--- src/lcdw_pkg.sv ---
// Shared types, codes and constants of the character LCD nibble writer.
package lcdw_pkg;

	localparam int CFG_IDX_W  = 4;
	localparam int CFG_DATA_W = 6;
	localparam int QUEUE_DEPTH = 4;

	localparam logic [1:0] REQ_CHAR  = 2'd0;
	localparam logic [1:0] REQ_MOVE  = 2'd1;
	localparam logic [1:0] REQ_CLEAR = 2'd2;

	localparam logic [CFG_IDX_W-1:0] CFG_ROW_COUNT    = CFG_IDX_W'(0);
	localparam logic [CFG_IDX_W-1:0] CFG_COLUMN_COUNT = CFG_IDX_W'(1);

	localparam logic [7:0] NEWLINE_CODE = 8'd10;
	localparam logic [7:0] CMD_CLEAR    = 8'h01;
	localparam logic [7:0] CMD_DDRAM    = 8'h80;

	localparam logic [2:0] ROW_COUNT_RST    = 3'd2;
	localparam logic [5:0] COLUMN_COUNT_RST = 6'd16;

	typedef struct packed {
		logic [1:0] req_type;
		logic [7:0] char_code;
		logic [5:0] target_column;
		logic [1:0] target_row;
	} req_t;

	typedef struct packed {
		logic       reg_select;
		logic [3:0] bus_nibble;
		logic       last_nibble;
	} res_t;

	// One or two bus bytes; the second one is always a command.
	typedef struct packed {
		logic       two;
		logic       rs0;
		logic [7:0] byte0;
		logic [7:0] byte1;
	} job_t;

	function automatic logic [6:0] row_base(input logic [1:0] row);
		logic [6:0] base;
		case (row)
			2'd0:    base = 7'h00;
			2'd1:    base = 7'h40;
			2'd2:    base = 7'h14;
			2'd3:    base = 7'h54;
			default: base = 7'h00;
		endcase
		return base;
	endfunction

endpackage

--- src/lcdw_front.sv ---
// Front end: configuration registers, cursor tracking and request classification.
module lcdw_front import lcdw_pkg::*; (
	input  logic                  clk,
	input  logic                  arst_n,
	input  logic                  cfg_wr,
	input  logic [CFG_IDX_W-1:0]  cfg_index,
	input  logic [CFG_DATA_W-1:0] cfg_data,
	input  logic                  req_vld,
	input  req_t                  req,
	output logic                  job_vld,
	output job_t                  job
);

	logic [2:0] row_count_q;
	logic [5:0] column_count_q;
	logic [5:0] cur_col_q;
	logic [1:0] cur_row_q;

	logic [2:0] next_row;
	logic       adv_clear;
	logic [7:0] adv_byte;
	logic [1:0] adv_row;
	logic [6:0] next_col;
	logic       wrap;
	logic [6:0] move_addr;
	logic       job_kind;
	logic [5:0] col_d;
	logic [1:0] row_d;

	always_comb begin
		next_row  = {1'b0, cur_row_q} + 3'd1;
		adv_clear = (next_row >= row_count_q) || next_row[2];
		adv_row   = adv_clear ? 2'd0 : next_row[1:0];
		adv_byte  = adv_clear ? CMD_CLEAR : (CMD_DDRAM | {1'b0, row_base(next_row[1:0])});
		next_col  = {1'b0, cur_col_q} + 7'd1;
		wrap      = next_col >= {1'b0, column_count_q};
		// address keeps 7 bits, so large columns wrap
		move_addr = row_base(req.target_row) + {1'b0, req.target_column};
	end

	always_comb begin
		job_kind  = 1'b1;
		job.two   = 1'b0;
		job.rs0   = 1'b0;
		job.byte0 = CMD_CLEAR;
		job.byte1 = adv_byte;
		col_d     = cur_col_q;
		row_d     = cur_row_q;
		case (req.req_type)
			REQ_CHAR: begin
				if (req.char_code == NEWLINE_CODE) begin
					job.byte0 = adv_byte;
					col_d     = 6'd0;
					row_d     = adv_row;
				end else begin
					job.rs0   = 1'b1;
					job.byte0 = req.char_code;
					if (wrap) begin
						job.two = 1'b1;
						col_d   = 6'd0;
						row_d   = adv_row;
					end else begin
						col_d = next_col[5:0];
					end
				end
			end
			REQ_MOVE: begin
				job.byte0 = CMD_DDRAM | {1'b0, move_addr};
				col_d     = req.target_column;
				row_d     = req.target_row;
			end
			REQ_CLEAR: begin
				col_d = 6'd0;
				row_d = 2'd0;
			end
			default: begin
				// unused request type: drop
				job_kind = 1'b0;
			end
		endcase
		job_vld = req_vld && job_kind;
	end

	always_ff @(posedge clk or negedge arst_n) begin
		if (!arst_n) begin
			row_count_q    <= ROW_COUNT_RST;
			column_count_q <= COLUMN_COUNT_RST;
			cur_col_q      <= 6'd0;
			cur_row_q      <= 2'd0;
		end else begin
			if (cfg_wr && cfg_index == CFG_ROW_COUNT) begin
				row_count_q <= cfg_data[2:0];
			end
			if (cfg_wr && cfg_index == CFG_COLUMN_COUNT) begin
				column_count_q <= cfg_data[5:0];
			end
			if (job_vld) begin
				cur_col_q <= col_d;
				cur_row_q <= row_d;
			end
		end
	end

endmodule

--- src/lcdw_queue.sv ---
// Short job queue between the front end and the nibble sequencer.
module lcdw_queue import lcdw_pkg::*; #(
	parameter int DEPTH = QUEUE_DEPTH
) (
	input  logic clk,
	input  logic arst_n,
	input  logic wr,
	input  job_t wdata,
	output logic full,
	input  logic rd,
	output logic vld,
	output job_t rdata
);

	localparam int PTR_W = (DEPTH > 1) ? $clog2(DEPTH) : 1;
	localparam int CNT_W = $clog2(DEPTH + 1);

	job_t             slot_q [DEPTH];
	logic [PTR_W-1:0] wptr_q;
	logic [PTR_W-1:0] rptr_q;
	logic [CNT_W-1:0] count_q;

	assign full  = count_q == CNT_W'(DEPTH);
	assign vld   = count_q != '0;
	assign rdata = slot_q[rptr_q];

	always_ff @(posedge clk) begin
		if (wr) begin
			slot_q[wptr_q] <= wdata;
		end
	end

	always_ff @(posedge clk or negedge arst_n) begin
		if (!arst_n) begin
			wptr_q  <= '0;
			rptr_q  <= '0;
			count_q <= '0;
		end else begin
			if (wr) begin
				wptr_q <= (wptr_q == PTR_W'(DEPTH - 1)) ? '0 : wptr_q + 1'b1;
			end
			if (rd) begin
				rptr_q <= (rptr_q == PTR_W'(DEPTH - 1)) ? '0 : rptr_q + 1'b1;
			end
			if (wr && !rd) begin
				count_q <= count_q + 1'b1;
			end else if (rd && !wr) begin
				count_q <= count_q - 1'b1;
			end
		end
	end

	a_no_overflow: assert property (@(posedge clk) disable iff (!arst_n) wr |-> (!full || rd))
		else $error("queue written while full");
	a_no_underflow: assert property (@(posedge clk) disable iff (!arst_n) rd |-> vld)
		else $error("queue read while empty");
	a_count_range: assert property (@(posedge clk) disable iff (!arst_n)
		count_q <= CNT_W'(DEPTH))
		else $error("queue count out of range");

endmodule

--- src/lcdw_back.sv ---
// Back end: splits queued bytes into nibbles and holds them in the output register.
module lcdw_back import lcdw_pkg::*; (
	input  logic clk,
	input  logic arst_n,
	input  logic job_vld,
	input  job_t job,
	output logic job_rd,
	output logic empty,
	input  logic pop,
	output res_t res
);

	logic [1:0] idx_q;
	logic       out_vld_q;
	res_t       res_q;
	res_t       nib;
	logic       load;

	always_comb begin
		case (idx_q)
			2'd0:    nib = '{reg_select: job.rs0, bus_nibble: job.byte0[7:4], last_nibble: 1'b0};
			2'd1:    nib = '{reg_select: job.rs0, bus_nibble: job.byte0[3:0],
			                 last_nibble: !job.two};
			2'd2:    nib = '{reg_select: 1'b0, bus_nibble: job.byte1[7:4], last_nibble: 1'b0};
			2'd3:    nib = '{reg_select: 1'b0, bus_nibble: job.byte1[3:0], last_nibble: 1'b1};
			default: nib = '{reg_select: 1'b0, bus_nibble: 4'd0, last_nibble: 1'b1};
		endcase
		load   = job_vld && (!out_vld_q || pop);
		job_rd = load && nib.last_nibble;
	end

	assign empty = !out_vld_q;
	assign res   = res_q;

	always_ff @(posedge clk) begin
		if (load) begin
			res_q <= nib;
		end
	end

	always_ff @(posedge clk or negedge arst_n) begin
		if (!arst_n) begin
			idx_q     <= 2'd0;
			out_vld_q <= 1'b0;
		end else begin
			if (load) begin
				out_vld_q <= 1'b1;
				idx_q     <= nib.last_nibble ? 2'd0 : idx_q + 2'd1;
			end else if (pop) begin
				out_vld_q <= 1'b0;
			end
		end
	end

	a_job_done: assert property (@(posedge clk) disable iff (!arst_n)
		job_rd |=> (idx_q == 2'd0) && res_q.last_nibble)
		else $error("job retired without its last nibble");
	a_idx_single: assert property (@(posedge clk) disable iff (!arst_n)
		(idx_q == 2'd2 || idx_q == 2'd3) |-> job_vld && job.two)
		else $error("second byte sequenced for a single-byte job");

endmodule

--- src/char_lcd_cursor_nibble_writer_unit.sv ---
// Top level of the character LCD cursor and 4-bit nibble writer.
// The first nibble of an item reaches the result ports through the job queue and then the output register.
// Throughput: one nibble per cycle from the output register while results are popped and jobs are
// queued; an item gives two or four nibbles, as the front end decides (an unused request type gives
// none), and the job queue holds up to QDEPTH items, the one being split included.
// Reset: cursor goes to row 0 column 0, row_count to 2, column_count to 16, queue empties.
module char_lcd_cursor_nibble_writer_unit import lcdw_pkg::*; #(
	parameter int QDEPTH = QUEUE_DEPTH
) (
	input  logic                  clk,
	input  logic                  arst_n,
	input  logic                  push,
	output logic                  full,
	input  req_t                  req,
	output logic                  empty,
	input  logic                  pop,
	output res_t                  res,
	input  logic                  cfg_valid,
	output logic                  cfg_ready,
	input  logic [CFG_IDX_W-1:0]  cfg_index,
	input  logic [CFG_DATA_W-1:0] cfg_data
);

	logic job_wr;
	job_t job_in;
	logic job_vld;
	job_t job_out;
	logic job_rd;

	assign cfg_ready = 1'b1;

	lcdw_front u_front (
		.clk       (clk),
		.arst_n    (arst_n),
		.cfg_wr    (cfg_valid && cfg_ready),
		.cfg_index (cfg_index),
		.cfg_data  (cfg_data),
		.req_vld   (push && !full),
		.req       (req),
		.job_vld   (job_wr),
		.job       (job_in)
	);

	lcdw_queue #(
		.DEPTH (QDEPTH)
	) u_queue (
		.clk    (clk),
		.arst_n (arst_n),
		.wr     (job_wr),
		.wdata  (job_in),
		.full   (full),
		.rd     (job_rd),
		.vld    (job_vld),
		.rdata  (job_out)
	);

	lcdw_back u_back (
		.clk     (clk),
		.arst_n  (arst_n),
		.job_vld (job_vld),
		.job     (job_out),
		.job_rd  (job_rd),
		.empty   (empty),
		.pop     (pop),
		.res     (res)
	);

endmodule

--- config.mk ---
export PLATFORM = sky130hd
export DESIGN_NAME = char_lcd_cursor_nibble_writer_unit
export DESIGN_NICKNAME = d
export VERILOG_FILES = /design/src/lcdw_pkg.sv /design/src/lcdw_front.sv /design/src/lcdw_queue.sv /design/src/lcdw_back.sv /design/src/char_lcd_cursor_nibble_writer_unit.sv
export SDC_FILE = /design/constraint.sdc
export NUM_CORES = 1
export LEC_CHECK = 0
export BUFFER_PORTS_ARGS = -buffer_cell sky130_fd_sc_hd__buf_2
export CORE_ASPECT_RATIO = 0.8
export CORE_MARGIN = 1
export CORE_UTILIZATION = 35
export DETAILED_ROUTE_END_ITERATION = 8
export PLACE_DENSITY_LB_ADDON = 0.12
export SETUP_SLACK_MARGIN = 0.4
export SLEW_MARGIN = 10
export SYNTH_ARGS = -nofsm -noshare
export SYNTH_HDL_FRONTEND = slang
export SYNTH_SLANG_ARGS = --single-unit
--- constraint.sdc ---
create_clock -name clk -period 3.8 [get_ports clk]
set_input_delay 0.95 -clock clk [delete_from_list [all_inputs] [get_ports clk]]
set_output_delay 0.95 -clock clk [all_outputs]
set_load 0.005 [all_outputs]
Yosys cells after proc, flatten, opt, wreduce, memory -nomap -nowiden

Memories as Yosys holds them, arrays and structs flattened.
Cells that the tools add are included.

Memories: 1
Word-level logic and storage cells: 93
Bits in writable memories: 72
Bits in registers: 33
Output and inout port bits: 9
Bits of input ports: 33

Memory list:

| name           | depth | bits a word | read ports | clocked after Yosys merged registers in | wr ports | RTL line         | RTL |
|---|---|---|---|---|---|---|---|
| u_queue.slot_q | 4     | 18          | 1          | 0                                       | 1        | lcdw_queue.sv:18 | `job_t slot_q [DEPTH];` |

Equality and inequality tests: 17
Reduce and logical (&&, ||, !) cells: 27
$lt $le $gt $ge: 2
$add $sub $neg: 8
Mux-type cells: 26

Operator list:

| operator              | number |
|---|---|
| $pmux W7 S4           | 2 |
| $pmux W6 S4           | 1 |
| $eq A2 B2 Y1 const B  | 9 |
| $pmux W6 S3           | 1 |
| $mux W2               | 8 |
| $mux W8               | 2 |
| $pmux W8 S2           | 1 |
| $mux W6               | 2 |
| $eq A2 B1 Y1 const B  | 4 |
| $eq A8 B4 Y1 const B  | 1 |
| $logic_and A1 B1 Y1   | 8 |
| $logic_not A2 Y1      | 4 |
| $add A6 B1 Y7 const B | 1 |
| $add A7 B6 Y7         | 1 |
| $ge A7 B6 Y1          | 1 |
| $add A2 B1 Y2 const B | 3 |
| $mux W1               | 6 |
| $mux W3               | 2 |
| $pmux W2 S3           | 1 |
| $reduce_bool A3 Y1    | 2 |
| $logic_not A1 Y1      | 5 |
| $eq A4 B1 Y1 const B  | 1 |
| $logic_not A4 Y1      | 1 |
| $reduce_bool A2 Y1    | 2 |
| 10 further kinds      | 11 |

Logic depth before layout (Yosys ltp)

Word-level depth: 8
Gate-level depth with buffers: 11
Depth with buffers taken out: 11

Cells and area by module

Synthesis repeated with hierarchy kept, for this count alone.

Cells, all modules: 334
Area, all modules: 4,966.0 um2

By module, submodules not included:

| module                             | seq. area each (um2) | instances | cells an instance | area each (um2) |
|---|---|---|---|---|
| lcdw_queue                         | 2,337.2              | 1         | 131               | 3,016.6 |
| lcdw_front                         | 427.9                | 1         | 158               | 1,427.6 |
| lcdw_back                          | 255.2                | 1         | 42                | 496.7 |
| char_lcd_cursor_nibble_writer_unit | 0.0                  | 1         | 3                 | 25.0 |

Worst setup path before layout

Ideal clock, no wire load.

Path type: in2reg
Start: input req[16] (netlist bit)
End: register u_queue.count_q[2]
Data required time: 3.721 ns
Path buffers: 1
Setup time: 0.079 ns
Slack: 0.741 ns
Data arrival time: 2.980 ns
Stages: 10
Cell sequence: ha_1 > or3b_1 > inv_2 > clkbuf_1 > ha_1 > inv_1 > fa_1 > xor2_1 > nor2_1 > xor2_1

Longest elaborated chain between the ends: 7
Elaborated cells between the ends (all ways): 11
Those cells by class: eq/ne: 2; mux: 2; reduce/logical: 7

RTL lines:

| what                                       | RTL line                                 | RTL |
|---|---|---|
| start: declaration                         | char_lcd_cursor_nibble_writer_unit.sv:14 | `input req_t req,` |
| $eq A2 B2 Y1, or another cell as far along | lcdw_front.sv:49                         | `case (req.req_type)` |
| $reduce_or A3 Y1 (no source line) *        | --                                       |  |
| $mux W1 *                                  | lcdw_front.sv:49                         |  |
| $logic_and A1 B1 Y1 *                      | lcdw_front.sv:81                         | `job_vld = req_vld && job_kind;` |
| named net job_wr                           | char_lcd_cursor_nibble_writer_unit.sv:24 | `logic job_wr;` |
| $logic_not A1 Y1                           | lcdw_queue.sv:47                         | `end else if (rd && !wr) begin` |
| $logic_and A1 B1 Y1                        | lcdw_queue.sv:47                         |  |
| $reduce_bool A2 Y1 (no source line)        | --                                       |  |
| end signal: assignment                     | lcdw_queue.sv:46                         | `count_q <= count_q + 1'b1;` |
| end signal: assignment                     | lcdw_queue.sv:48                         | `count_q <= count_q - 1'b1;` |
| end: declaration                           | lcdw_queue.sv:21                         | `logic [CNT_W-1:0] count_q;` |

The timed path passes the listed nets; every way through them passes the cells marked *.
A chain may end at the register's enable or synchronous reset.

Worst setup path after layout

Start: input req[16] (netlist bit)
End: register u_queue.count_q[2]

Longest elaborated chain between the ends: 7
Elaborated cells between the ends (all ways): 11
Those cells by class: eq/ne: 2; mux: 2; reduce/logical: 7

RTL lines:

| what                                       | RTL line |
|---|---|
| $eq A2 B2 Y1, or another cell as far along | lcdw_front.sv:49 |
| $reduce_or A3 Y1 (no source line) *        | -- |
| $mux W1 *                                  | lcdw_front.sv:49 |
| $logic_and A1 B1 Y1 *                      | lcdw_front.sv:81 |
| $logic_not A1 Y1                           | lcdw_queue.sv:47 |
| $logic_and A1 B1 Y1                        | lcdw_queue.sv:47 |
| $reduce_bool A2 Y1 (no source line)        | -- |

Every way passes the cells marked *; elsewhere a longest branch is shown, timed or not.

==> Implementation_results.wiki <==
{| class="wikitable"
! Metric !! Value
|-
| Result of the run || complete, no violations
|-
| Worst supply voltage drop on vdd || ~320 uV
|-
| Gate count of the mapped netlist || between 300 and 400
|-
| Met1 Track Usage GR || between 20 and 25%
|-
| Number of failing setup endpoints in the final timing report || 0
|-
| Type of destination of the critical path || flop
|-
| Layout cells sized above 1 || 26.4%
|-
| Number of placement rows || 35
|-
| Clock skew || just over 7 ps
|-
| Post-place setup slack || about 630 ps
|-
| Leakage power summed over all cells || 1.98 nW
|-
| Number of CTS-inserted buffers || 9
|-
| Number of buffers and inverters on the critical path || 3
|-
| Number of register bits inferred by synthesis || 89
|-
| Cell depth of the worst hold path || 1
|-
| Critical Setup Path Class || input port to flop
|-
| Die Outline Area || about 13000 sq um
|-
| Count of unique library cells instantiated by Yosys || 55
|-
| DR pass1 iterations || 4
|-
| Non-filler cells, final || between 500 and 600
|-
| Data arrival time at the worst-slack endpoint || just over 3000 ps
|-
| Nets in the synthesized netlist || 366
|-
| Count of cells resized by post-cts repair || 0
|-
| Clock tree root buffer cell || sky130_fd_sc_hd__clkbuf_16
|-
| TritonCTS sink count || 89
|-
| Core outline area || around 12000 sq um
|-
| Initial core utilization || a little over a third
|-
| Post-Route WL || ~9000 um
|-
| GR Util met3 || 4.49%
|-
| Ant diodes || 0
|-
| Worst-path cell chain || buf_2 -> ha_1 -> or3b_1 -> inv_2 -> ha_1 -> inv_1 -> fa_1 -> xor2_1 -> nor2_1 -> xor2_1
|-
| Via count || around 2600
|-
| Count of endpoints failing hold in the final timing report || 0
|-
| Max transition margin || ~45%
|-
| Ys flop type || sky130_fd_sc_hd__edfxtp_1
|-
| Sum of negative setup slack || 0 ps
|-
| Peak Freq || approximately 350 MHz
|-
| Syn Std Cell Area || between 4000 and 5000 sq um
|-
| Synth Area per Inst || between 10 and 15 sq um
|-
| Max Slew Vio Count || 0
|-
| Fill cells || roughly 1100
|-
| Asr flop ratio synth || just over 30%
|-
| Final cycle utilization of the critical path || 74.4%
|-
| Number of stages on the worst setup path || 10
|-
| Post-route setup slack || 973 ps
|-
| Hold Crit Class || flop to flop
|-
| Detailed-route vias per instance || 5.10
|-
| Largest net degree at the start of global routing || 28
|-
| Post-synth EDFFs || a little over 60
|-
| Number of buffers added on ports || 40
|-
| Detailed placement HPWL || roughly 6300 um
|-
| IO Count || 42
|-
| Synth top area share || around 43%
|-
| Worst-path maximum fanout || 19
|-
| Transition time at the pin with the least slew margin || 831 ps
|-
| Die width || about 130 um
|-
| Time the worst path needs with I/O delays and setup || ~2800 ps
|-
| Worst path top cell family by delay || adder cells
|-
| Endpoint required time on the critical path || a little over 4000 ps
|-
| Total of warnings raised by yosys || 0
|-
| Sequential element share of the synthesized area || between 50 and 60%
|-
| Clock power frac || between 20% and 30%
|-
| Post-route antenna net violation count || 0
|-
| TritonCTS clock tree || built
|-
| Power Dens Cells || 747 nW/um^2
|-
| Total net switching power || 1.28 mW
|-
| Initial antenna violation count || 0
|-
| Met2 track demand over resource || approximately a quarter
|-
| Setup repair bufs after CTS || 0
|-
| Area growth syn-to-layout || 15.3%
|-
| Insertion delay to the later sink of the worst-skew pair || around 340 ps
|-
| Share of power burned in registers || approximately two fifths
|-
| Via count of the first global-routing pass || between 2000 and 3000
|-
| Crit-path max cell delay || roughly 470 ps
|-
| Unrepaired setup endpoints after global routing || no
|-
| Sum of overflow across all layers after global routing || 0
|-
| Placed cell count || between 400 and 500
|-
| Maximum clock path buffer count || 2
|-
| Number of maximum-capacitance constraint violations || 0
|-
| Drt wl/cell || around 18 um
|-
| Gate power share || a little under two fifths
|-
| Maximum level of the CTS H-tree || 3
|-
| Busiest grt layer || met2
|-
| Overall global routing resource usage || 15.7%
|-
| Slowest library cell on the worst path || sky130_fd_sc_hd__or3b_1
|-
| Number of buffers inserted by hold repair at cts || 0
|-
| Switching power share of the total || about 34%
|-
| Clock input transition at the sequential cells of the worst setup and hold paths || about 60 ps
|-
| Number of design-rule violations left by the first detailed-router iteration || 251
|-
| Total DRC errors in the routed layout || 0
|-
| Worst setup SP type || input port
|-
| Number of nets at the end of the flow || roughly 410
|-
| Top post-synthesis cells by area || sky130_fd_sc_hd__edfxtp_1 (43%), sky130_fd_sc_hd__dfrtp_1 (15%), sky130_fd_sc_hd__ha_1 (8.4%)
|-
| Height of the die || ~100 um
|-
| Wire length of the first global-routing pass || 14700 um
|-
| Final weighted congestion of routability-driven global placement || 0.744
|-
| Cell type contributing the most total cell area after synthesis || sky130_fd_sc_hd__edfxtp_1
|-
| Internal power || 2.44 mW
|-
| Number of cells on the worst reg-to-reg path || 7
|}
worst register-to-register path, delay by kind of cell (launching register included):
| family | cells | cell delay, ps |
|---|---|---|
| buffers and inverters | 1 | 110 |
| adder cells (fa/ha/maj) | 2 | 630 |
| AO/OA/AOI/OAI | 3 | 1000 |
| AND/OR/NAND/NOR | 1 | 360 |
| flip-flops | 1 | 430 |
placed cells by master (no fill, tap or decap), types with 3 or more instances in the layout:
| cell type | count |
|---|---|
| sky130_fd_sc_hd__clkbuf_16 | 9 |
| sky130_fd_sc_hd__a22o_1 | 4 |
| sky130_fd_sc_hd__nor2b_1 | 4 |
| sky130_fd_sc_hd__buf_2 | 40 |
| sky130_fd_sc_hd__dfrtp_1 | 25 |
| sky130_fd_sc_hd__a31oi_1 | 4 |
| sky130_fd_sc_hd__ha_1 | 29 |
| sky130_fd_sc_hd__a21oi_1 | 10 |
| sky130_fd_sc_hd__nor2_1 | 13 |
| sky130_fd_sc_hd__and2_1 | 5 |
| sky130_fd_sc_hd__inv_1 | 21 |
| sky130_fd_sc_hd__mux4_2 | 14 |
| sky130_fd_sc_hd__a22oi_1 | 4 |
| sky130_fd_sc_hd__nand2b_1 | 3 |
| sky130_fd_sc_hd__a32oi_1 | 5 |
| sky130_fd_sc_hd__nand3_1 | 6 |
| sky130_fd_sc_hd__nand2_1 | 14 |
| sky130_fd_sc_hd__o21ai_0 | 3 |
| sky130_fd_sc_hd__o21ai_1 | 8 |
| sky130_fd_sc_hd__xor2_1 | 4 |
| sky130_fd_sc_hd__buf_4 | 7 |
| sky130_fd_sc_hd__edfxtp_1 | 62 |
| sky130_fd_sc_hd__xnor2_1 | 6 |
| sky130_fd_sc_hd__mux2_2 | 10 |
metal layers:
metal  share of wire [%]  routed length, um
met2                  45               3950
met3                 4.2                368
met5                   0                  0
met4                 1.1                 96
met1                  50               4440
kinds of logic (layout without fill, tap and decap cells):
family	after synthesis	in the layout	share of synthesized area (%)
flops	89	89	58.9
simple gates	61	61	7.71
xor+xnor	10	10	2.03
fa+ha+maj	30	30	8.87
buf+inv	32	85	3.07
mux	28	28	11.1
compound gates	52	52	8.27
other cells	1	1	0.0869
power by group through the flow:
stage / Clock (mW) / Combinational, mW / Sequential (mW)
after CTS: 0.843 / 1.39 / 1.53
after detailed placement: 0 / 1.38 / 1.55
after floorplan: 0 / 0.978 / 1.52
after global routing: 0.884 / 1.53 / 1.56
final: 0.823 / 1.37 / 1.53
after global placement: 0 / 1.37 / 1.55
final cells by class:
class	instances	area, sq um	share of cell area, %
clock buffers	9	225	4.53
clock inverters	7	45.0	0.906
inverters	22	82.6	1.66
repair buffers	47	253	5.08
well taps	148	185	3.72
multi-input cells	182	1640	33.0
flip-flops and latches	89	2540	51.1
metrics by stage:
step	util [%]	hold slack [ps]	cell area (sq um)	power, mW
2_1_floorplan	-	456	4310	2.50
3_3_place_gp	39.9	480	4700	2.91
3_5_place_dp	39.9	482	4700	2.93
4_1_cts	42.2	494	4970	3.76
5_1_grt	42.2	502	4970	3.98
6_report	42.2	493	4970	3.72
registers in the layout, summed over array words and instances, names as in the netlist:
| register | flops |
|---|---|
| u_front.row_count_q | 3 |
| u_queue.slot_q | 56 |
| u_front.cur_row_q | 2 |
| u_queue.rptr_q | 2 |
| u_back.res | 6 |
| u_front.cur_col_q | 6 |
| u_queue.count_q | 3 |
| u_queue.wptr_q | 2 |
| u_front.column_count_q | 6 |
| u_back.idx_q | 2 |
| u_back.out_vld_q | 1 |
cells in the mapped netlist, types with 3 or more instances:
master                     instances
sky130_fd_sc_hd__ha_1             29
sky130_fd_sc_hd__mux2_2           10
sky130_fd_sc_hd__xnor2_1           6
sky130_fd_sc_hd__inv_1            21
sky130_fd_sc_hd__nor2b_1           4
sky130_fd_sc_hd__o21ai_0           3
sky130_fd_sc_hd__clkbuf_1          6
sky130_fd_sc_hd__nand2b_1          3
sky130_fd_sc_hd__edfxtp_1         62
sky130_fd_sc_hd__a31oi_1           4
sky130_fd_sc_hd__and2_1            5
sky130_fd_sc_hd__nand3_1           6
sky130_fd_sc_hd__a32oi_1           5
sky130_fd_sc_hd__o21ai_1           8
sky130_fd_sc_hd__mux4_2           14
sky130_fd_sc_hd__nor2_1           13
sky130_fd_sc_hd__a22o_1            4
sky130_fd_sc_hd__xor2_1            4
sky130_fd_sc_hd__dfrtp_1          25
sky130_fd_sc_hd__a22oi_1           4
sky130_fd_sc_hd__a21oi_1          10
sky130_fd_sc_hd__nand2_1          14
path summary, 6_finish.rpt:
check	start	to	slack, ps
max reg2reg	u_front.cur_row_q[0]	u_queue.slot_q[1][14]	1000
min in group asynchronous	arst_n	u_front.column_count_q[5]	640
min reg2reg	u_queue.count_q[2]	u_queue.count_q[2]	490
max	req[16]	u_queue.count_q[2]	970
max in group asynchronous	arst_n	u_queue.rptr_q[1]	2720
min	u_queue.count_q[2]	u_queue.count_q[2]	490
No activity file was read; power rests on OpenSTA's default activity.
